### config.mk
export PLATFORM = sky130hd
export DESIGN_NAME = gbl_shade
export DESIGN_NICKNAME = d
export VERILOG_FILES = /design/src/hw/rtl/gbl_pkg.sv /design/src/hw/rtl/gbl_shade.sv
export SDC_FILE = /design/constraint.sdc
export NUM_CORES = 1
export LEC_CHECK = 0
export BUFFER_PORTS_ARGS = -buffer_cell sky130_fd_sc_hd__clkbuf_2
export CAP_MARGIN = 20
export CORE_ASPECT_RATIO = 0.8
export CORE_MARGIN = 8
export CORE_UTILIZATION = 45
export DETAILED_ROUTE_END_ITERATION = 8
export PLACE_DENSITY = 0.95
export RECOVER_POWER = 25
export SETUP_SLACK_MARGIN = 0.2
export SYNTH_ARGS = -nofsm -noshare
export SYNTH_HDL_FRONTEND = slang
export SYNTH_SLANG_ARGS = --single-unit
### constraint.sdc
create_clock -name vclk -period 6.7
set_input_delay 0.67 -clock vclk [all_inputs]
set_output_delay 0.67 -clock vclk [all_outputs]
set_load 0.02 [all_outputs]
### src/hw/rtl/gbl_pkg.sv
package gbl_pkg;

   localparam int FIRST_LOGO_WIDTH   = 256;
   localparam int FIRST_LOGO_HEIGHT  = 128;
   localparam int SECOND_LOGO_WIDTH  = 256;
   localparam int SECOND_LOGO_HEIGHT = 256;
   localparam int BOTTOM_MARGIN      = 200;

   localparam int LOGO_MEM_DEPTH = 65536;

   localparam int FL_DEPTH = (FIRST_LOGO_WIDTH * FIRST_LOGO_HEIGHT > LOGO_MEM_DEPTH) ?
                             LOGO_MEM_DEPTH : FIRST_LOGO_WIDTH * FIRST_LOGO_HEIGHT;
   localparam int SL_DEPTH = (SECOND_LOGO_WIDTH * SECOND_LOGO_HEIGHT > LOGO_MEM_DEPTH) ?
                             LOGO_MEM_DEPTH : SECOND_LOGO_WIDTH * SECOND_LOGO_HEIGHT;
   localparam int FL_AW = (FL_DEPTH > 1) ? $clog2(FL_DEPTH) : 1;
   localparam int SL_AW = (SL_DEPTH > 1) ? $clog2(SL_DEPTH) : 1;

   localparam int LOGO_IDX_W  = 10;
   localparam int ADDR_WIDE_W = 2 * LOGO_IDX_W + 1;
   localparam int POS_W       = 15;
   localparam int CFG_W       = 13;
   localparam int CNT_W       = 12;
   localparam int SIZE_MAX    = 4096;
   localparam int LOAD_AW     = 16;

   localparam logic [23:0] WHITE_RGB = 24'hFF_FFFF;
   localparam logic [15:0] WEIGHT_R  = 16'd13933;
   localparam logic [15:0] WEIGHT_G  = 16'd46871;
   localparam logic [15:0] WEIGHT_B  = 16'd4732;
   localparam logic [7:0]  FULL      = 8'd255;
   localparam logic [7:0]  NONE      = 8'd0;

   localparam logic [1:0] KIND_IMAGE       = 2'd0;
   localparam logic [1:0] KIND_FIRST_LOGO  = 2'd1;
   localparam logic [1:0] KIND_SECOND_LOGO = 2'd2;

   localparam logic [2:0] REG_IMAGE_WIDTH  = 3'd0;
   localparam logic [2:0] REG_IMAGE_HEIGHT = 3'd1;
   localparam logic [2:0] REG_BOX_LEFT     = 3'd2;
   localparam logic [2:0] REG_BOX_RIGHT    = 3'd3;
   localparam logic [2:0] REG_BOX_TOP      = 3'd4;
   localparam logic [2:0] REG_BOX_BOTTOM   = 3'd5;

   typedef struct packed {
      logic [CFG_W-1:0]        width_eff;
      logic [CFG_W-1:0]        height_eff;
      logic [CNT_W-1:0]        box_left;
      logic [CNT_W-1:0]        box_right;
      logic [CNT_W-1:0]        box_top;
      logic [CNT_W-1:0]        box_bottom;
      logic signed [POS_W-1:0] fl_col;
      logic signed [POS_W-1:0] fl_row;
   } cfg_type;

   typedef struct packed {
      logic             outside;
      logic             box_edge;
      logic             fl_hit;
      logic             fl_black;
      logic [FL_AW-1:0] fl_addr;
      logic             sl_hit;
      logic [SL_AW-1:0] sl_addr;
      logic             frame_end;
   } loc_type;

   typedef struct packed {
      logic        outside;
      logic        box_edge;
      logic        fl_hit;
      logic        fl_black;
      logic        sl_hit;
      logic        frame_end;
      logic [7:0]  red;
      logic [7:0]  green;
      logic [7:0]  blue;
      logic [23:0] prod_r;
      logic [23:0] prod_g;
      logic [23:0] prod_b;
   } stage_type;

endpackage

### src/hw/rtl/gbl_shade.sv
module gbl_shade (
   input  gbl_pkg::stage_type stage,
   input  logic [23:0]        fl_data,
   input  logic               sl_bit,
   output logic [7:0]         pix_red,
   output logic [7:0]         pix_green,
   output logic [7:0]         pix_blue
);
   import gbl_pkg::*;

   logic [23:0] luma_sum;
   logic [23:0] logo_rgb;
   logic [7:0]  gray;

   always_comb begin
      luma_sum = stage.prod_r + stage.prod_g + stage.prod_b;
      gray     = luma_sum[23:16];
      logo_rgb = stage.fl_black ? 24'h00_0000 : fl_data;

      if (stage.outside) begin
         pix_red   = gray;
         pix_green = gray;
         pix_blue  = gray;
      end else if (stage.box_edge) begin
         pix_red   = NONE;
         pix_green = FULL;
         pix_blue  = NONE;
      end else begin
         pix_red   = stage.red;
         pix_green = stage.green;
         pix_blue  = stage.blue;
      end

      if (stage.fl_hit && (logo_rgb != WHITE_RGB)) begin
         pix_red   = logo_rgb[23:16];
         pix_green = logo_rgb[15:8];
         pix_blue  = logo_rgb[7:0];
      end

      if (stage.sl_hit && sl_bit) begin
         pix_red  = FULL;
         pix_blue = FULL;
      end
   end

endmodule

Word level (Yosys, flattened, before mapping)
Cells that the tools add are included.

Output and inout bits: 24. Register bits after elaboration: 0. Word-level logic and storage cells: 17.

Reductions and logical operators: 2. Add/sub/neg operators: 2. Equal/unequal tests: 1. Multiplexer cells: 12.

Operators with widths (count): $mux 8 (11); $add 24x24->24 (2); $mux 24 (1); $ne 24x24->1 const B (1); $logic_and 1x1->1 (2).

Longest topological paths before layout
Depth after elaboration: 5. Gate-level depth with buffers: 12. Gate-level depth less buffers: 12.

Least setup slack after synthesis
No wires, ideal clock.

Path type: input to output. From: input stage[3] (netlist bit). To: output pix_green[6]. Path buffers: 0. Arrival time: 3.335 ns. Path slack: 2.695 ns. Stages: 12. Cell sequence: inv_1 -> fa_1 -> inv_1 -> ha_1 -> a21oi_2 -> o211ai_1 -> a2111oi_2 -> nor3_2 -> o31ai_1 -> nand2b_1 -> xnor2_2 -> a221oi_2.

Longest elaborated chain between the ends: 3.

RTL lines: start: declaration (line gbl_shade.sv:2) `input gbl_pkg::stage_type stage,`; $add 24x24->24 (line gbl_shade.sv:16) `luma_sum = stage.prod_r + stage.prod_g + stage.prod_b;`; $mux 8 (line gbl_shade.sv:20) `if (stage.outside) begin`; $mux 8 (line gbl_shade.sv:34) `if (stage.fl_hit && (logo_rgb != WHITE_RGB)) begin`; end: declaration (line gbl_shade.sv:6) `output logic [7:0] pix_green,`.

Every way passes these cells.

Final worst setup path
Same ends and word-level chain as after synthesis.

==> metrics.csv <==
stage;metric;value;unit
outcome;outcome;finished clean;
power;power.net_switching;0.1907;mW
global_routing;largest_net_degree_at_the_start_of_global_routing;19;
sta;min_period_over_period;66.46;%
final_layout;clock_buffer_count;0;
die;effective_utilization_at_floorplan;45.60;%
power;p_sw_share;56.83;%
power;worst_ir_drop_vdd;0.00007008;V
die;core;0.004099;sq mm
placed_design;dp_hpwl;6829;um
job;cap_violations;0;
hold_path;holdCritPathClass;in2out;
synthesis;synth_top_cell_area_share;23.56;%
critical_path;critical_path_arrival;3780;ps
critical_path;cp-end-kind;primary output;
clock_tree;cts_hold_buffers;0;
final_layout;final_area;0.002666;sq mm
synthesis;unique_masters_post_synth;51;
global_routing;global_route.overflow_total;0;
detailed_routing;drt_first_iter_violations;83;
sta;final_critical_path_setup_slack;2247;ps
final_layout;nFlopsAndLatches;0;
placed_design;place_worst_setup_slack;2267;ps
synthesis;synthesis.yosys.warnings;0;
detailed_routing;number_of_vias_per_cell;5.411;
placed_design;port_buffers;150;
sta;period_minus_slack;4453;ps
critical_path;critical_path.startpoint_type;primary input;
sta;slew-limit-headroom;61.87;%
power;power.density_cell_area;125.9;mW/mm^2
power;power.leakage;1.430;nW
synthesis;syn_area;0.001869;sq mm
die;die_height;73.65;um
clock_tree;post-cts-setup-buffer-count;0;
sta;setup-violations-final;0;
die;die_x;88.06;um
detailed_routing;final_ant_viol_nets;0;
final_layout;synthToLayoutAreaGrowth;42.64;%
global_routing;grtUsageTotal;21.87;%
synthesis;synth_nets;402;
detailed_routing;route.detailed.drc;0;
power;power_frac_clock;0;%
die;num_io_pins;151;
power;p_seq_share;0;%
synthesis;ys_top_cells_by_area;sky130_fd_sc_hd__fa_1 24%, sky130_fd_sc_hd__ha_1 15%, sky130_fd_sc_hd__a21o_1 4.4%, sky130_fd_sc_hd__nand2_1 4.4%, sky130_fd_sc_hd__a21oi_1 3.7%;
final_layout;post_layout_nonfiller_instances;435;
detailed_routing;dr.pass1.iters;6;
sta;fin_setup_tns;0;ps
global_routing;global_route_wire_length_before_repair;11590;um
power;pwr-share-comb;100.0;%
sta;worst-slew-pin-transition;569.8;ps
sta;setup_repair_after_global_routing_missed_its_margin;false;
final_layout;diode_count;0;
critical_path;timing.critical_path.slowest_cell_delay;540;ps
sta;fmaxAchievable;224.6;MHz
clock_tree;cts-resized-gates;0;
synthesis;netlist.top_cell.by_area;sky130_fd_sc_hd__fa_1;
placed_design;place_area;0.002684;sq mm
final_layout;most-common-layout-cells;146 x sky130_fd_sc_hd__clkbuf_2, 22 x sky130_fd_sc_hd__nand2_1, 22 x sky130_fd_sc_hd__fa_1, 22 x sky130_fd_sc_hd__ha_1, 18 x sky130_fd_sc_hd__nor2_1;
detailed_routing;wire_per_inst;17.10;um
detailed_routing;routed_wl;7440;um
synthesis;synthesized_area_per_cell;8.092;sq um
critical_path;cp_data_required_time;6030;ps
synthesis;post_synth_inst_count;231;
final_layout;sequential_cell_area;0;sq um
sta;finalHoldViolations;0;
final_layout;num-fill-cells;378;
die;fp.dieArea;0.006485;sq mm
sta;timing.final.max_slew_violations;0;
critical_path;worstSetupPathType;in2out;
final_layout;layout-drive-gt1-share;42.86;%
placed_design;numPlacedInstances;435;
die;num_rows;21;
placed_design;gpl.final_weighted_congestion;0.9472;
global_routing;grt_pass1_vias;2603;
critical_path;crit_path_cell_trace;clkbuf_2 -> inv_1 -> fa_1 -> inv_1 -> ha_1 -> a21oi_2 -> o211ai_1 -> a2111oi_2 -> nor3_2 -> o31ai_1 -> nand2b_1 -> xnor2_2 -> a221oi_2 -> clkbuf_2;
detailed_routing;via_count;2354;
final_layout;num-nets-final;551;
power;cellInternalPower;0.1449;mW
final_layout;final_core_util;65.05;%
critical_path;worstPathMaxFanout;3;
final_layout;most_common_cell_after_layout_fill_and_taps_aside;sky130_fd_sc_hd__clkbuf_2;
global_routing;grt_antenna_before_repair;0;
critical_path;timing.critical_path.slowest_stage_cell;sky130_fd_sc_hd__fa_1;
hold_path;holdPathStages;3;
synthesis;synth_sequential_area_ratio;0;%
[kinds of logic (layout without fill, tap and decap cells)]
group / Yosys count / in the layout / share of synthesized area [%]
and+or+nand+nor: 86 / 86 / 24.16
AOI/OAI and AO/OA: 73 / 73 / 28.65
adders and majority gates: 44 / 44 / 38.29
buffers and inverters: 18 / 165 / 3.614
xor gates and xnor gates: 8 / 8 / 4.150
muxes: 2 / 2 / 1.138
[layer usage]
layer / up-vias / global-route usage [%] / part of all wire, %
met5: - / 0 / 0
met4: 0 / 2.991 / 1.5
met3: 8 / 3.017 / 7.4
met2: 96 / 40.00 / 50
met1: 1085 / 26.85 / 41
li1: 1165 / - / -
[cells in the mapped netlist, types with 5 or more instances]
library cell               n
sky130_fd_sc_hd__a21o_1   11
sky130_fd_sc_hd__a21oi_1  14
sky130_fd_sc_hd__a31oi_1   8
sky130_fd_sc_hd__fa_1     22
sky130_fd_sc_hd__ha_1     22
sky130_fd_sc_hd__inv_1    14
sky130_fd_sc_hd__nand2_1  22
sky130_fd_sc_hd__nand3_1   7
sky130_fd_sc_hd__nand4_1   8
sky130_fd_sc_hd__nor2_1   18
sky130_fd_sc_hd__nor3_1    5
sky130_fd_sc_hd__o21ai_0   8
sky130_fd_sc_hd__xnor2_1   5
[power by group through the flow]
stage,registers (mW),clock network (mW),logic (mW)
final,0,0,0.336
after global routing,0,0,0.371
after global placement,0,0,0.328
after detailed placement,0,0,0.336
after floorplan,0,0,0.222
after CTS,0,0,0.338
[cell type report]
cell class,instances,area (sq um),area share (%)
Inverter,14,52.55,1.971
Tap cell,57,71.32,2.675
Timing Repair Buffer,151,753.2,28.25
Multi-Input combinational cell,213,1789,67.10
[metrics by stage]
stage | hold WS (ps) | total power [mW]
after floorplan | 1423 | 0.2216
after global placement | 1663 | 0.3283
after detailed placement | 1655 | 0.3359
after CTS | 1656 | 0.3383
after global routing | 1669 | 0.3707
final | 1655 | 0.3356
[worst paths after layout]
kind,from,to,slack [ps]
setup / recovery,stage[3],pix_green[6],2250
hold / removal,stage[99],pix_green[6],1660
[worst max-delay path: cells and delay by family]
kind | cells | cell delay [ps]
AND/OR/NAND/NOR | 2 | 260
XOR/XNOR | 1 | 180
AO/OA/AOI/OAI | 5 | 1410
buffers and inverters | 4 | 400
adder cells (fa/ha/maj) | 2 | 860
Power figures use the tool's default switching activity.
