==> src/hw/rtl/gbl_pkg.sv <==
package gbl_pkg;

   localparam int FIRST_LOGO_WIDTH   = 256;
   localparam int FIRST_LOGO_HEIGHT  = 128;
   localparam int SECOND_LOGO_WIDTH  = 256;
   localparam int SECOND_LOGO_HEIGHT = 256;
   localparam int BOTTOM_MARGIN      = 200;

   localparam int LOGO_MEM_DEPTH = 65536;

   localparam int FL_DEPTH = (FIRST_LOGO_WIDTH * FIRST_LOGO_HEIGHT > LOGO_MEM_DEPTH) ?
                             LOGO_MEM_DEPTH : FIRST_LOGO_WIDTH * FIRST_LOGO_HEIGHT;
   localparam int SL_DEPTH = (SECOND_LOGO_WIDTH * SECOND_LOGO_HEIGHT > LOGO_MEM_DEPTH) ?
                             LOGO_MEM_DEPTH : SECOND_LOGO_WIDTH * SECOND_LOGO_HEIGHT;
   localparam int FL_AW = (FL_DEPTH > 1) ? $clog2(FL_DEPTH) : 1;
   localparam int SL_AW = (SL_DEPTH > 1) ? $clog2(SL_DEPTH) : 1;

   localparam int LOGO_IDX_W  = 10;
   localparam int ADDR_WIDE_W = 2 * LOGO_IDX_W + 1;
   localparam int POS_W       = 15;
   localparam int CFG_W       = 13;
   localparam int CNT_W       = 12;
   localparam int SIZE_MAX    = 4096;
   localparam int LOAD_AW     = 16;

   localparam logic [23:0] WHITE_RGB = 24'hFF_FFFF;
   localparam logic [15:0] WEIGHT_R  = 16'd13933;
   localparam logic [15:0] WEIGHT_G  = 16'd46871;
   localparam logic [15:0] WEIGHT_B  = 16'd4732;
   localparam logic [7:0]  FULL      = 8'd255;
   localparam logic [7:0]  NONE      = 8'd0;

   localparam logic [1:0] KIND_IMAGE       = 2'd0;
   localparam logic [1:0] KIND_FIRST_LOGO  = 2'd1;
   localparam logic [1:0] KIND_SECOND_LOGO = 2'd2;

   localparam logic [2:0] REG_IMAGE_WIDTH  = 3'd0;
   localparam logic [2:0] REG_IMAGE_HEIGHT = 3'd1;
   localparam logic [2:0] REG_BOX_LEFT     = 3'd2;
   localparam logic [2:0] REG_BOX_RIGHT    = 3'd3;
   localparam logic [2:0] REG_BOX_TOP      = 3'd4;
   localparam logic [2:0] REG_BOX_BOTTOM   = 3'd5;

   typedef struct packed {
      logic [CFG_W-1:0]        width_eff;
      logic [CFG_W-1:0]        height_eff;
      logic [CNT_W-1:0]        box_left;
      logic [CNT_W-1:0]        box_right;
      logic [CNT_W-1:0]        box_top;
      logic [CNT_W-1:0]        box_bottom;
      logic signed [POS_W-1:0] fl_col;
      logic signed [POS_W-1:0] fl_row;
   } cfg_type;

   typedef struct packed {
      logic             outside;
      logic             box_edge;
      logic             fl_hit;
      logic             fl_black;
      logic [FL_AW-1:0] fl_addr;
      logic             sl_hit;
      logic [SL_AW-1:0] sl_addr;
      logic             frame_end;
   } loc_type;

   typedef struct packed {
      logic        outside;
      logic        box_edge;
      logic        fl_hit;
      logic        fl_black;
      logic        sl_hit;
      logic        frame_end;
      logic [7:0]  red;
      logic [7:0]  green;
      logic [7:0]  blue;
      logic [23:0] prod_r;
      logic [23:0] prod_g;
      logic [23:0] prod_b;
   } stage_type;

endpackage

==> src/hw/rtl/gbl_csr.sv <==
module gbl_csr (
   input  logic               clock,
   input  logic               reset,
   input  logic               csr_we,
   input  logic [2:0]         csr_index,
   input  logic [12:0]        csr_wdata,
   output gbl_pkg::cfg_type   cfg
);
   import gbl_pkg::*;

   logic [CFG_W-1:0] image_width_ff, image_width_in;
   logic [CFG_W-1:0] image_height_ff, image_height_in;
   logic [CNT_W-1:0] box_left_ff, box_left_in;
   logic [CNT_W-1:0] box_right_ff, box_right_in;
   logic [CNT_W-1:0] box_top_ff, box_top_in;
   logic [CNT_W-1:0] box_bottom_ff, box_bottom_in;

   logic [CFG_W-1:0]        width_eff, height_eff;
   logic signed [POS_W-1:0] diff, adj, half;

   always_comb begin
      image_width_in  = image_width_ff;
      image_height_in = image_height_ff;
      box_left_in     = box_left_ff;
      box_right_in    = box_right_ff;
      box_top_in      = box_top_ff;
      box_bottom_in   = box_bottom_ff;
      if (csr_we) begin
         unique case (csr_index)
            REG_IMAGE_WIDTH:  image_width_in  = csr_wdata;
            REG_IMAGE_HEIGHT: image_height_in = csr_wdata;
            REG_BOX_LEFT:     box_left_in     = csr_wdata[CNT_W-1:0];
            REG_BOX_RIGHT:    box_right_in    = csr_wdata[CNT_W-1:0];
            REG_BOX_TOP:      box_top_in      = csr_wdata[CNT_W-1:0];
            REG_BOX_BOTTOM:   box_bottom_in   = csr_wdata[CNT_W-1:0];
            default: ;
         endcase
      end
   end

   always_ff @(posedge clock) begin
      if (reset) begin
         image_width_ff  <= CFG_W'(640);
         image_height_ff <= CFG_W'(480);
         box_left_ff     <= '0;
         box_right_ff    <= '0;
         box_top_ff      <= '0;
         box_bottom_ff   <= '0;
      end else begin
         image_width_ff  <= image_width_in;
         image_height_ff <= image_height_in;
         box_left_ff     <= box_left_in;
         box_right_ff    <= box_right_in;
         box_top_ff      <= box_top_in;
         box_bottom_ff   <= box_bottom_in;
      end
   end

   always_comb begin
      if (image_width_ff == '0) begin
         width_eff = CFG_W'(1);
      end else if (image_width_ff > CFG_W'(SIZE_MAX)) begin
         width_eff = CFG_W'(SIZE_MAX);
      end else begin
         width_eff = image_width_ff;
      end
      if (image_height_ff == '0) begin
         height_eff = CFG_W'(1);
      end else if (image_height_ff > CFG_W'(SIZE_MAX)) begin
         height_eff = CFG_W'(SIZE_MAX);
      end else begin
         height_eff = image_height_ff;
      end

      // (w - logo width) / 2, rounding toward zero
      diff = signed'(POS_W'(width_eff)) - signed'(POS_W'(FIRST_LOGO_WIDTH));
      adj  = diff + signed'({{(POS_W-1){1'b0}}, diff[POS_W-1]});
      half = adj >>> 1;

      cfg.width_eff  = width_eff;
      cfg.height_eff = height_eff;
      cfg.box_left   = box_left_ff;
      cfg.box_right  = box_right_ff;
      cfg.box_top    = box_top_ff;
      cfg.box_bottom = box_bottom_ff;
      cfg.fl_col     = half - signed'(POS_W'(1));
      cfg.fl_row     = signed'(POS_W'(height_eff))
                       - signed'(POS_W'(BOTTOM_MARGIN + FIRST_LOGO_HEIGHT + 1));
   end

endmodule

==> config.mk <==
export PLATFORM = sky130hd
export DESIGN_NAME = gbl_csr
export DESIGN_NICKNAME = d
export VERILOG_FILES = /design/src/hw/rtl/gbl_pkg.sv /design/src/hw/rtl/gbl_csr.sv
export SDC_FILE = /design/constraint.sdc
export NUM_CORES = 1
export LEC_CHECK = 0
export BUFFER_PORTS_ARGS = -buffer_cell sky130_fd_sc_hd__buf_4
export CAP_MARGIN = 40
export CORE_MARGIN = 1
export CORE_UTILIZATION = 55
export DETAILED_ROUTE_END_ITERATION = 10
export PLACE_DENSITY_LB_ADDON = 0.05
export SYNTH_ARGS = -nofsm -noshare
export SYNTH_HDL_FRONTEND = slang
export SYNTH_SLANG_ARGS = --single-unit
==> constraint.sdc <==
create_clock -name clock -period 6.27 [get_ports clock]
set_input_delay 0.9405 -clock clock [delete_from_list [all_inputs] [get_ports clock]]
set_output_delay 0.9405 -clock clock [all_outputs]
set_load 0.01 [all_outputs]
== Word-level counts from Yosys, hierarchy flattened ==
Cells that the tools add are included.

* Register bits after elaboration: 74
* Word-level logic and storage cells: 30
* Bits of input ports: 19
* Output and inout bits: 104

* Reductions and logical operators: 9
* $add $sub $neg: 4
* Magnitude comparators: 2
* Muxes and demuxes: 4
* Eq/ne operators: 5

{| class="wikitable"
|+ Operators with widths
! cell !! number
|-
| 13-bit two-way mux || 4
|-
| 13-bit by 9-bit subtractor with 14-bit output (second input constant) || 2
|-
| 13-bit > comparator (second input constant) || 2
|-
| 13-bit zero test || 2
|-
| 14-bit by 2-bit adder with 15-bit output || 1
|-
| 14-bit by 2-bit subtractor with 15-bit output (second input constant) || 1
|-
| 2-bit AND reduction || 6
|-
| 3-bit by 2-bit == test with 1-bit output (second input constant) || 2
|-
| 3-bit == test (second input constant) || 2
|-
| 3-bit by 1-bit == test with 1-bit output (second input constant) || 1
|-
| 3-bit zero test || 1
|}

== Depth between registers and ports, before layout ==
* Depth in word-level cells: 6
* Depth in mapped cells: 13
* Gate-level depth less buffers: 12

== Worst setup path before layout ==
OpenSTA, ideal clock, no wires.

* Path type: reg-to-output
* Start point: register image_width_ff[8]
* End point: output cfg[23] (netlist name)
* Path slack: 2457 ps
* Required time: 5329 ps
* Stages on the path, launching flop included: 12
* Path buffers: 1
* Arrival: 2873 ps
* Path through: dfxtp_1 > or4_1 > buf_2 > nor2_1 > o21a_1 > ha_1 > nand3_1 > mux2i_1 > o2111ai_2 > nor3b_2 > mux2i_1 > xor2_1

{| class="wikitable"
|+ RTL lines
! element !! line !! source
|-
| from (decl) || gbl_csr.sv:11 || <nowiki>logic [CFG_W-1:0] image_width_ff, image_width_in;</nowiki>
|-
| from (signal assigned) || gbl_csr.sv:50 || <nowiki>image_width_ff <= image_width_in;</nowiki>
|-
| to (decl) || gbl_csr.sv:7 || <nowiki>output gbl_pkg::cfg_type cfg</nowiki>
|}

==> results.json <==
{
  "synthDistinctLibCells": 48,
  "rows": 29,
  "holdWs_ns": 0.457,
  "holdPathEnd": "box_bottom_ff[9]",
  "synth_top_area_share_pct": 39.3,
  "hp-class": "reg2reg",
  "ys_top_cells_by_count": "nand2_1, a21oi_1, dfxtp_1",
  "violations": "DRC",
  "clk_pin_slew_worst_paths_ns": 0.07,
  "synthCells": 524,
  "cts.htree.levels": 3,
  "path_class": "reg2out",
  "cpLargestDelayFamily": "simple AND/OR/NAND/NOR gates",
  "overflow": 0,
  "io_buffers": 122,
  "start_kind": "register",
  "core_sq_mm": 0.00649,
  "drt_iter0_markers": 228,
  "synthArstFlopShare_pct": 0,
  "fillers": 516,
  "viasPerCell": 5.45,
  "worst-slew-pin-transition_ns": 0.776,
  "setup_viol": 0,
  "grt_pass1_vias": 3486,
  "synth_edf_count": 0,
  "drv_slew": 0,
  "ys_ff_latch": 74,
  "finClkSkew_ns": 0,
  "met2_length_mm": 4.97,
  "critPathBufInv": 1,
  "yosysMostFrequentCell": "nand2_1",
  "cp_max_fo": 8,
  "cts_buffers": 9,
  "ys_warn_count": 0,
  "dp_hpwl_mm": 7.39,
  "ant_nets": 0,
  "root_buffer": "clkbuf_8",
  "max_cap_viol_count": 0,
  "slowest_stage": "or4_1",
  "synthTopCellsByArea": "dfxtp_1, nand2_1, a21oi_1, nor2b_1, xnor2_1",
  "reg2regPathDepth": 2,
  "routed_wl_mm": 10.3,
  "min_period_ns": 4.67,
  "critPathMostFrequentCell": "mux2i_1",
  "p_per_area_mw_per_mm2": 206,
  "crit_start": "image_width_ff[8]",
  "initial_utilization_pct": 58.0,
  "n_antenna_cell": 0,
  "hold_depth": 2,
  "wl_per_cell_microns": 14.5,
  "area_growth_pct": 29.3,
  "antenna_found_initial": 0,
  "syn_nets": 548,
  "rsz0062_at_grt": "no",
  "top_layer": "met4",
  "grt_pass1_wl_mm": 16.4,
  "finalHoldViolCount": 0,
  "num_vias": 3864,
  "r2r-start": "image_height_ff[12]",
  "dr_wl_met3_microns": 711,
  "cp_slowest_stage_delay_ns": 0.69,
  "clock.fmax_mhz": 214,
  "max-slew-margin-rel_pct": 48.2,
  "cp_cell_sequence": "or4_1, nor2_1, o21a_1, ha_1, nand3_1, mux2i_1, o2111ai_2, nor3b_2, mux2i_1, xor2_1, buf_4",
  "clock_latency_ns": 0.34,
  "ys_seq_area_share_pct": 39.3,
  "cp-end-kind": "primary output",
  "fin_nets": 651,
  "io_pins": 123,
  "r2r_slack_ns": 5.14,
  "synth_area_per_cell_sq_um": 7.19,
  "syn_area_sq_mm": 0.00377,
  "grt_max_degree": 75,
  "p_leak_uw": 0.00205,
  "grtUsageTotal_pct": 28.7,
  "timing.final.crit_share_pct": 74.5,
  "fin_tns_setup_ns": 0,
  "worstPathArrival_ns": 3.73,
  "timing.rr.end": "image_height_ff[12]",
  "cts_tree": "yes",
  "cts-resized-gates": 0,
  "cts_sinks": 74,
  "status": "finished with violations",
  "firstDrtPassIters": 8,
  "ir_drop_uv": 189,
  "gp_congestion": 0.888,
  "clock_path_buffers": 2,
  "die_h_microns": 84.8,
  "synthFlopType": "dfxtp_1",
  "drc_errors": 10,
  "drive_gt1_share_pct": 23.6,
  "post_cts_buffers": 0,
  "fp.dieW_microns": 84.8,
  "worstPathRequired_ns": 5.33,
  "wl_met1_mm": 4.43,
  "hold_buffers": 0,
  "yosys.area.top_type": "dfxtp_1",
  "fp.dieArea_sq_mm": 0.00719,
  "hold_start": "box_bottom_ff[9]"
}
cell usage in the layout, fill, tap and decap left out, drive strengths merged, types with 3 or more instances in the layout:
cell type,synthesis,routed
and3,4,4
xnor2,14,14
nor4,4,4
nor2,26,26
clkinv,0,3
or3,3,3
a21oi,76,76
o21ai,5,5
nand3b,5,5
nand4b,3,3
a211oi,3,3
xor2,8,8
and2,4,4
clkbuf,29,11
ha,5,5
o21a,3,3
nand3,13,13
mux2i,3,3
nor3,8,8
or4,3,3
buf,2,123
nand2b,4,4
inv,15,15
a31oi,5,5
nand2,164,164
nor2b,22,22
dfxtp,74,74
power breakdown:
group	internal [uW]	switching [uW]
Sequential	480	11.1
Combinational	63.2	77.6
Clock	203	168
Total	747	257
tightest hold or removal path: cells and delay by family (launching register included):
kind               cells  cell delay [ns]
DFF                    1             0.31
AOI/OAI and AO/OA      1             0.05
and+or+nand+nor        1             0.05
metrics by stage:
step	utilization (%)	std cells	power (uW)	setup slack, ns	instance area (sq um)
floorplan	-	524	575	2.46	3770
global placement	71.7	692	638	2.21	4660
detailed placement	71.8	693	642	2.00	4670
CTS	75.0	709	1010	1.61	4870
global route	75.0	709	1040	1.32	4870
finish	75.0	709	1000	1.60	4870
worst max-delay path by stage:
stage / slack (ns) / to / cells after the start
finish: 1.60 / cfg[23] / 11
global placement: 2.21 / cfg[22] / 11
global route: 1.32 / cfg[23] / 11
floorplan: 2.46 / cfg[23] / 11
CTS: 1.61 / cfg[23] / 11
detailed placement: 2.00 / cfg[23] / 11
state kept, by name, indices dropped and copies added, names as in the netlist:
| signal | cells |
|---|---|
| box_right_ff | 12 |
| image_height_ff | 13 |
| box_left_ff | 12 |
| box_top_ff | 12 |
| image_width_ff | 13 |
| box_bottom_ff | 12 |
layer usage:
layer	up-vias	track usage (%)
met4	0	10.8
met3	20	6.59
met2	134	48.9
met5	-	0
li1	1941	-
met1	1769	35.6
cell families (layout without fill, tap and decap cells):
kind of cell	after synthesis	in the layout	synth area share, %
flops	74	74	39.3
mux	3	3	0.797
xor+xnor	22	22	5.11
fa+ha+maj	5	5	1.66
buf+inv	46	154	4.72
simple gates	272	272	33.3
compound gates	102	102	15.1
final cells by class:
cell class	instances	area [sq um]	area share [%]
Tap cell	77	96.3	1.98
Clock buffer	11	151	3.11
Sequential cell	74	1480	30.4
Clock inverter	5	52.6	1.08
Timing Repair Buffer	123	923	19.0
Inverter	15	56.3	1.16
Multi-Input combinational cell	404	2110	43.3
No activity file was read; power rests on OpenSTA's default activity.
