$ cat src/hw/rtl/gbl_pkg.sv
package gbl_pkg;

   localparam int FIRST_LOGO_WIDTH   = 256;
   localparam int FIRST_LOGO_HEIGHT  = 128;
   localparam int SECOND_LOGO_WIDTH  = 256;
   localparam int SECOND_LOGO_HEIGHT = 256;
   localparam int BOTTOM_MARGIN      = 200;

   localparam int LOGO_MEM_DEPTH = 65536;

   localparam int FL_DEPTH = (FIRST_LOGO_WIDTH * FIRST_LOGO_HEIGHT > LOGO_MEM_DEPTH) ?
                             LOGO_MEM_DEPTH : FIRST_LOGO_WIDTH * FIRST_LOGO_HEIGHT;
   localparam int SL_DEPTH = (SECOND_LOGO_WIDTH * SECOND_LOGO_HEIGHT > LOGO_MEM_DEPTH) ?
                             LOGO_MEM_DEPTH : SECOND_LOGO_WIDTH * SECOND_LOGO_HEIGHT;
   localparam int FL_AW = (FL_DEPTH > 1) ? $clog2(FL_DEPTH) : 1;
   localparam int SL_AW = (SL_DEPTH > 1) ? $clog2(SL_DEPTH) : 1;

   localparam int LOGO_IDX_W  = 10;
   localparam int ADDR_WIDE_W = 2 * LOGO_IDX_W + 1;
   localparam int POS_W       = 15;
   localparam int CFG_W       = 13;
   localparam int CNT_W       = 12;
   localparam int SIZE_MAX    = 4096;
   localparam int LOAD_AW     = 16;

   localparam logic [23:0] WHITE_RGB = 24'hFF_FFFF;
   localparam logic [15:0] WEIGHT_R  = 16'd13933;
   localparam logic [15:0] WEIGHT_G  = 16'd46871;
   localparam logic [15:0] WEIGHT_B  = 16'd4732;
   localparam logic [7:0]  FULL      = 8'd255;
   localparam logic [7:0]  NONE      = 8'd0;

   localparam logic [1:0] KIND_IMAGE       = 2'd0;
   localparam logic [1:0] KIND_FIRST_LOGO  = 2'd1;
   localparam logic [1:0] KIND_SECOND_LOGO = 2'd2;

   localparam logic [2:0] REG_IMAGE_WIDTH  = 3'd0;
   localparam logic [2:0] REG_IMAGE_HEIGHT = 3'd1;
   localparam logic [2:0] REG_BOX_LEFT     = 3'd2;
   localparam logic [2:0] REG_BOX_RIGHT    = 3'd3;
   localparam logic [2:0] REG_BOX_TOP      = 3'd4;
   localparam logic [2:0] REG_BOX_BOTTOM   = 3'd5;

   typedef struct packed {
      logic [CFG_W-1:0]        width_eff;
      logic [CFG_W-1:0]        height_eff;
      logic [CNT_W-1:0]        box_left;
      logic [CNT_W-1:0]        box_right;
      logic [CNT_W-1:0]        box_top;
      logic [CNT_W-1:0]        box_bottom;
      logic signed [POS_W-1:0] fl_col;
      logic signed [POS_W-1:0] fl_row;
   } cfg_type;

   typedef struct packed {
      logic             outside;
      logic             box_edge;
      logic             fl_hit;
      logic             fl_black;
      logic [FL_AW-1:0] fl_addr;
      logic             sl_hit;
      logic [SL_AW-1:0] sl_addr;
      logic             frame_end;
   } loc_type;

   typedef struct packed {
      logic        outside;
      logic        box_edge;
      logic        fl_hit;
      logic        fl_black;
      logic        sl_hit;
      logic        frame_end;
      logic [7:0]  red;
      logic [7:0]  green;
      logic [7:0]  blue;
      logic [23:0] prod_r;
      logic [23:0] prod_g;
      logic [23:0] prod_b;
   } stage_type;

endpackage

$ cat src/hw/rtl/gbl_locate.sv
module gbl_locate (
   input  logic             clock,
   input  logic             reset,
   input  logic             pixel_go,
   input  gbl_pkg::cfg_type cfg,
   output gbl_pkg::loc_type loc
);
   import gbl_pkg::*;

   logic [CNT_W-1:0] column_count_ff, column_count_in;
   logic [CNT_W-1:0] row_count_ff, row_count_in;

   logic signed [POS_W-1:0] lx, ly;
   logic [ADDR_WIDE_W-1:0]  fl_wide, sl_wide;
   logic [CNT_W-1:0]        col_m1, row_m1;
   logic                    col_inner, row_inner, last_col, last_row, fl_in;
   logic                    sl_in;

   always_comb begin
      lx = signed'(POS_W'(column_count_ff)) - cfg.fl_col;
      ly = signed'(POS_W'(row_count_ff)) - cfg.fl_row;
      fl_in = !lx[POS_W-1] && (lx < signed'(POS_W'(FIRST_LOGO_WIDTH)))
              && !ly[POS_W-1] && (ly < signed'(POS_W'(FIRST_LOGO_HEIGHT)));
      fl_wide = ADDR_WIDE_W'(ly[LOGO_IDX_W-1:0]) * ADDR_WIDE_W'(FIRST_LOGO_WIDTH)
                + ADDR_WIDE_W'(lx[LOGO_IDX_W-1:0]);

      col_m1 = column_count_ff - CNT_W'(1);
      row_m1 = row_count_ff - CNT_W'(1);
      sl_in  = (column_count_ff != '0) && (column_count_ff <= CNT_W'(SECOND_LOGO_WIDTH))
               && (row_count_ff != '0) && (row_count_ff <= CNT_W'(SECOND_LOGO_HEIGHT));
      sl_wide = ADDR_WIDE_W'(row_m1[LOGO_IDX_W-1:0]) * ADDR_WIDE_W'(SECOND_LOGO_WIDTH)
                + ADDR_WIDE_W'(col_m1[LOGO_IDX_W-1:0]);

      col_inner = (column_count_ff > cfg.box_left) && (column_count_ff < cfg.box_right);
      row_inner = (row_count_ff > cfg.box_top) && (row_count_ff < cfg.box_bottom);

      last_col = column_count_ff >= CNT_W'(cfg.width_eff - CFG_W'(1));
      last_row = row_count_ff >= CNT_W'(cfg.height_eff - CFG_W'(1));

      loc.outside  = (column_count_ff < cfg.box_left) || (column_count_ff > cfg.box_right)
                     || (row_count_ff < cfg.box_top) || (row_count_ff > cfg.box_bottom);
      loc.box_edge = (((column_count_ff == cfg.box_left) || (column_count_ff == cfg.box_right))
                      && row_inner)
                     || (((row_count_ff == cfg.box_top) || (row_count_ff == cfg.box_bottom))
                      && col_inner);
      loc.fl_hit    = fl_in;
      loc.fl_black  = fl_wide >= ADDR_WIDE_W'(FL_DEPTH);
      loc.fl_addr   = fl_wide[FL_AW-1:0];
      loc.sl_hit    = sl_in && (sl_wide < ADDR_WIDE_W'(SL_DEPTH));
      loc.sl_addr   = sl_wide[SL_AW-1:0];
      loc.frame_end = last_col && last_row;

      column_count_in = column_count_ff;
      row_count_in    = row_count_ff;
      if (pixel_go) begin
         if (last_col && last_row) begin
            column_count_in = '0;
            row_count_in    = '0;
         end else if (last_col) begin
            column_count_in = '0;
            row_count_in    = row_count_ff + CNT_W'(1);
         end else begin
            column_count_in = column_count_ff + CNT_W'(1);
         end
      end
   end

   always_ff @(posedge clock) begin
      if (reset) begin
         column_count_ff <= '0;
         row_count_ff    <= '0;
      end else begin
         column_count_ff <= column_count_in;
         row_count_ff    <= row_count_in;
      end
   end

endmodule

$ cat config.mk
export PLATFORM = sky130hd
export DESIGN_NAME = gbl_locate
export DESIGN_NICKNAME = d
export VERILOG_FILES = /design/src/hw/rtl/gbl_pkg.sv /design/src/hw/rtl/gbl_locate.sv
export SDC_FILE = /design/constraint.sdc
export NUM_CORES = 1
export LEC_CHECK = 0
export BUFFER_PORTS_ARGS = -buffer_cell sky130_fd_sc_hd__clkbuf_2
export CAP_MARGIN = 20
export CELL_PAD_IN_SITES_DETAIL_PLACEMENT = 1
export CELL_PAD_IN_SITES_GLOBAL_PLACEMENT = 1
export CORE_ASPECT_RATIO = 1.4
export CORE_MARGIN = 5
export CORE_UTILIZATION = 42
export CTS_CLUSTER_DIAMETER = 30
export DETAILED_ROUTE_END_ITERATION = 6
export MAX_ROUTING_LAYER = met4
export PLACE_DENSITY_LB_ADDON = 0.15
export SLEW_MARGIN = 20
export SYNTH_ARGS = -nofsm -noshare
export SYNTH_HDL_FRONTEND = slang
export SYNTH_SLANG_ARGS = --single-unit
$ cat constraint.sdc
create_clock -name clock -period 8.2 [get_ports clock]
set_clock_uncertainty 0.05 [all_clocks]
set_input_delay 1.64 -clock clock [delete_from_list [all_inputs] [get_ports clock]]
set_output_delay 1.64 -clock clock [all_outputs]
set_load 0.1 [all_outputs]
## Word-level counts from Yosys, hierarchy flattened

Index checks and enable logic that the tools add are counted.

- Register bits after elaboration: 24
- Input bits: 107
- Output and inout bits: 37
- Logic and storage cells: 60

- Add/sub/neg operators: 10
- Order comparisons: 16
- Equality and inequality tests: 4
- Muxes and demuxes: 4
- Reductions and logical operators: 24

Operators by type and width:

| operator | count |
|---|---|
| equality test 12 bit | 4 |
| greater-than comparator 12 bit | 4 |
| < comparator 12 bit | 4 |
| two-way mux 12 bit | 4 |
| adder 18 x 10 -> 19 bit | 2 |
| subtractor 13 x 15 -> 15 bit | 2 |
| adder 12 x 1 -> 12 bit, second input constant | 2 |
| >= comparator 12 bit | 2 |
| <= comparator 12 x 9 -> 1 bit, second input constant | 2 |
| nonzero test 12 bit | 2 |
| subtractor 12 x 1 -> 12 bit, second input constant | 2 |
| subtractor 10 x 1 -> 10 bit, second input constant | 2 |
| >= comparator 19 x 16 -> 1 bit, second input constant | 1 |
| < comparator 19 x 17 -> 1 bit, second input constant | 1 |
| < comparator 15 x 10 -> 1 bit, second input constant | 1 |
| < comparator 15 x 9 -> 1 bit, second input constant | 1 |
| logical AND 1 bit | 12 |
| logical OR 1 bit | 6 |
| zero test 1 bit | 2 |
| AND reduction 2 bit | 1 |
| nonzero test 2 bit | 1 |

## Longest topological paths before layout

- Word-level depth: 5
- Mapped depth: 14
- Depth with buffers taken out: 13

## Worst setup path after synthesis

No wires, ideal clock.

- Path kind: in2out
- From: input port cfg[55] in the netlist's numbering
- To: output port loc[35] in the netlist's numbering
- Data arrival time: 5.746 ns
- Data required time: 6.510 ns
- Setup slack: 0.764 ns
- Cell stages on the path: 8
- Path buffers: 0
- Path through: inv_1 -> ha_1 -> nor2b_1 -> o21a_1 -> o21a_1 -> o21ai_1 -> o211ai_1 -> o41ai_1

RTL lines:

| element | RTL line | source |
|---|---|---|
| start: declaration | gbl_locate.sv:5 | `input gbl_pkg::cfg_type cfg,` |
| end: declaration | gbl_locate.sv:6 | `output gbl_pkg::loc_type loc` |

==> out/results.tsv <==
stage	metric	value	unit
status	status	finished clean	
synthesis	simple-gate portion of the synthesized area	23.4	%
power	clock group share of total power	15.0	%
sta	Worst-Margin Slew	0.768	ns
global_routing	number of global-route vias before repair	6331	
placed_design	I/O Buffers	141	
min_path	worst hold path type	flip-flop to flip-flop	
clock_tree	Worst-path clk slew	0.06	ns
flow_run	Max-Cap Viols	0	
critical_path	Crit path required time	6.51	ns
power	total leakage power	3.36	nW
clock_tree	number of buffers created by CTS	3	
sta	Tcrit/Tclk final	80.3	%
clock_tree	# resized after CTS	0	
sta	Final Hold Viols	0	
critical_path	slowest stage cell, crit path	a211oi_1	
floorplanning	Initial Util	43.1	%
route	residual DRC count	0	
sta	unrepaired setup endpoints after global routing	no	
floorplanning	die width	105	um
power	sequential power share	16.2	%
synthesis	Synth Area in Compound Gates	19.6	%
synthesis	largest family of logic cells by synthesized area	adder cells	
synthesis	sequential share of the synthesized area	8.97	%
critical_path	kind of critical path	primary input to primary output	
power	Comb power frac	68.8	%
synthesis	distinct cell type count after synthesis	76	
route	routed via count	5678	
synthesis	Yosys reg bits	24	
floorplanning	Die Footprint	15200	um^2
synthesis	Syn Area/Cell	7.56	um^2
global_routing	GRT Total Usage	23.9	%
critical_path	crit-path max cell delay	0.49	ns
route	Pre-antenna DRT Iters	4	
sta	Pins Over Slew Limit	0	
route	drt total wl	17.7	mm
layout	Antenna Cells	0	
synthesis	Post-synth top cells	ha_1, inv_1, nor2_1	
clock_tree	CTS tree	done	
synthesis	XOR/XNOR Fraction of Synth Area	12.4	%
placed_design	dpl hpwl	15.2	mm
sta	final setup fails	0	
clock_tree	# clock sinks	24	
clock_tree	Max clock buf depth	2	
clock_tree	Worst-Skew Late Latency	0.26	ns
floorplanning	# rows	48	
layout	fin util	50.3	%
synthesis	top-count cell post-synth	ha_1	
synthesis	synth warn	0	
layout	share of post-route cells with drive strength above 1	19.6	%
floorplanning	Top Ports	144	
floorplanning	Core Region	12400	um^2
power	Int Pwr	0.000324	W
layout	Area Overhead vs Synth	16.8	%
critical_path	Crit path max-delay family	adder cells	
min_path	Hold Startpoint	column_count_ff[0]	
synthesis	Syn Inst Count	709	
floorplanning	Die Y-Extent	144	um
critical_path	crit end category	primary output	
synthesis	Post-Syn Area	5360	um^2
route	vias per cell	5.74	
power	Sw Pwr	0.000454	W
global_routing	global route total overflow	0	
power	PwrDens	124	nW/um^2
clock_tree	CTS Hold Bufs	0	
synthesis	post-synth top area share	25.2	%
critical_path	Critical Path Fanout Max	4	
synthesis	Adder-Cell Fraction of Synth Area	26.5	%
clock_tree	Post-CTS Setup Bufs	0	
route	Starting DRT DRC Count	173	
power	switching portion of total power	58.4	%
route	routed length per instance	17.8	um
critical_path	reg2reg start	column_count_ff[7]	
synthesis	Yosys top cell by area	ha_1	
power	Worst IR Drop VDD	0.000219	V
critical_path	Startpoint Class	primary input	
global_routing	largest net degree at the start of global routing	21	
synthesis	top cells by area, synth	ha_1, dfxtp_1, xnor2_1	
sta	setup TNS	0	ns
placed_design	RePlAce Congestion	0.855	
critical_path	R2R Setup Slk	5.25	ns
sta	max_slew headroom	48.4	%
synthesis	Post-synth EDFFs	0	
route	Final ANT Viol Nets	0	
synthesis	Post-synth ARST share	0	%
critical_path	Data arrival, critical path	4.90	ns
synthesis	Synth Net Count	927	
synthesis	multiplexer share of the synthesized area	0.747	%
critical_path	Critical Path, Cell by Cell	clkbuf_2 > ha_1 > fa_1 > nand2b_1 > a211oi_1 > o41ai_1 > xor2_1 > inv_1 > ha_1 > ha_1 > a21oi_2 > nor4b_1 > a41oi_1 > clkbuf_2	
layout	Final nets	1059	
critical_path	CP startpoint	cfg[15]	
synthesis	Post-synth top flop	dfxtp_1	
sta	Fmax	152	MHz
critical_path	WP buf/inv	3	
clock_tree	H-tree Lvls	1	
global_routing	antenna violations before repair	0	
critical_path	cell repeated most along the worst path	ha_1	
global_routing	first-pass GRT wire length	29.2	mm
clock_tree	Root Buffer	clkbuf_16	
sta	min Tclk post-route	6.59	ns
power groups by stage:
| stage | Clock, W | Combinational (W) | Sequential [W] |
|---|---|---|---|
| after global placement | 0 | 0.000522 | 0.000128 |
| after global routing | 0.000123 | 0.000570 | 0.000126 |
| final | 0.000117 | 0.000535 | 0.000126 |
| after floorplan | 0 | 0.000431 | 0.000126 |
| after detailed placement | 0 | 0.000537 | 0.000129 |
| after CTS | 0.000119 | 0.000540 | 0.000126 |
per-stage QoR:
step / cells / worst slack [ns] / instance area (um^2) / hold slack (ns) / power [W]
2_1_floorplan: 709 / 0.764 / 5360 / 0.467 / 0.000557
3_3_place_gp: 986 / 1.63 / 6170 / 0.540 / 0.000650
3_5_place_dp: 986 / 1.60 / 6170 / 0.560 / 0.000666
4_1_cts: 990 / 1.59 / 6260 / 0.582 / 0.000785
5_1_grt: 990 / 1.31 / 6260 / 0.622 / 0.000820
6_report: 990 / 1.61 / 6260 / 0.570 / 0.000778
sequential cells by signal, summed over array words and instances, names as in the netlist:
| name | count |
|---|---|
| column_count_ff | 12 |
| row_count_ff | 12 |
logic make-up after synthesis:
group,count (synthesis)
AO/OA/AOI/OAI,150
XOR/XNOR,76
adder cells (fa/ha/maj),112
buffers and inverters,108
flip-flops,24
multiplexers,4
AND/OR/NAND/NOR,235
per-layer routing:
metal  track usage [%]  part of all wire, %  up-vias
li1                  -                    -     2791
met1              25.0                   40     2684
met2              46.1                   53      161
met3              2.38                  4.0       42
met4              8.85                  2.9        0
met5                 -                    0        -
final timing paths:
check	endpoint	cells after the start
setup / recovery	loc[33]	14
hold / removal	column_count_ff[0]	2
setup reg to reg	row_count_ff[5]	7
hold reg to reg	column_count_ff[0]	2
cell usage in the layout (no fill, tap or decap), types with 6 or more instances in the layout:
master,count
nor2_1,60
a21o_1,23
xnor2_1,46
nor2b_1,8
o21ai_0,15
ha_1,108
or4_1,8
a21oi_1,38
clkbuf_2,141
and3_1,7
or3_1,8
xor2_1,30
o31ai_1,6
o21ai_1,6
o21a_1,12
nand4_1,20
nand2_1,35
nor4_1,9
nor3_1,20
dfxtp_1,24
inv_1,92
nand3_1,27
layout make-up:
class / count / area (um^2)
clock buffers: 4 / 88.8
inverters: 92 / 345
well taps: 150 / 188
repair buffers: 143 / 721
multi-input cells: 577 / 4440
fillers: 1641 / 6170
flip-flops and latches: 24 / 480
worst register-to-register path, cell delays in order, from the launching register on:
cell and delay, ns:
dfxtp_1 0.61, ha_1 0.33, a2111oi_0 0.60, and3b_1 0.26, o211a_1 0.19, or2_1 0.46, o21ai_0 0.20, a21oi_1 0.19
No activity file was read; power rests on OpenSTA's default activity.
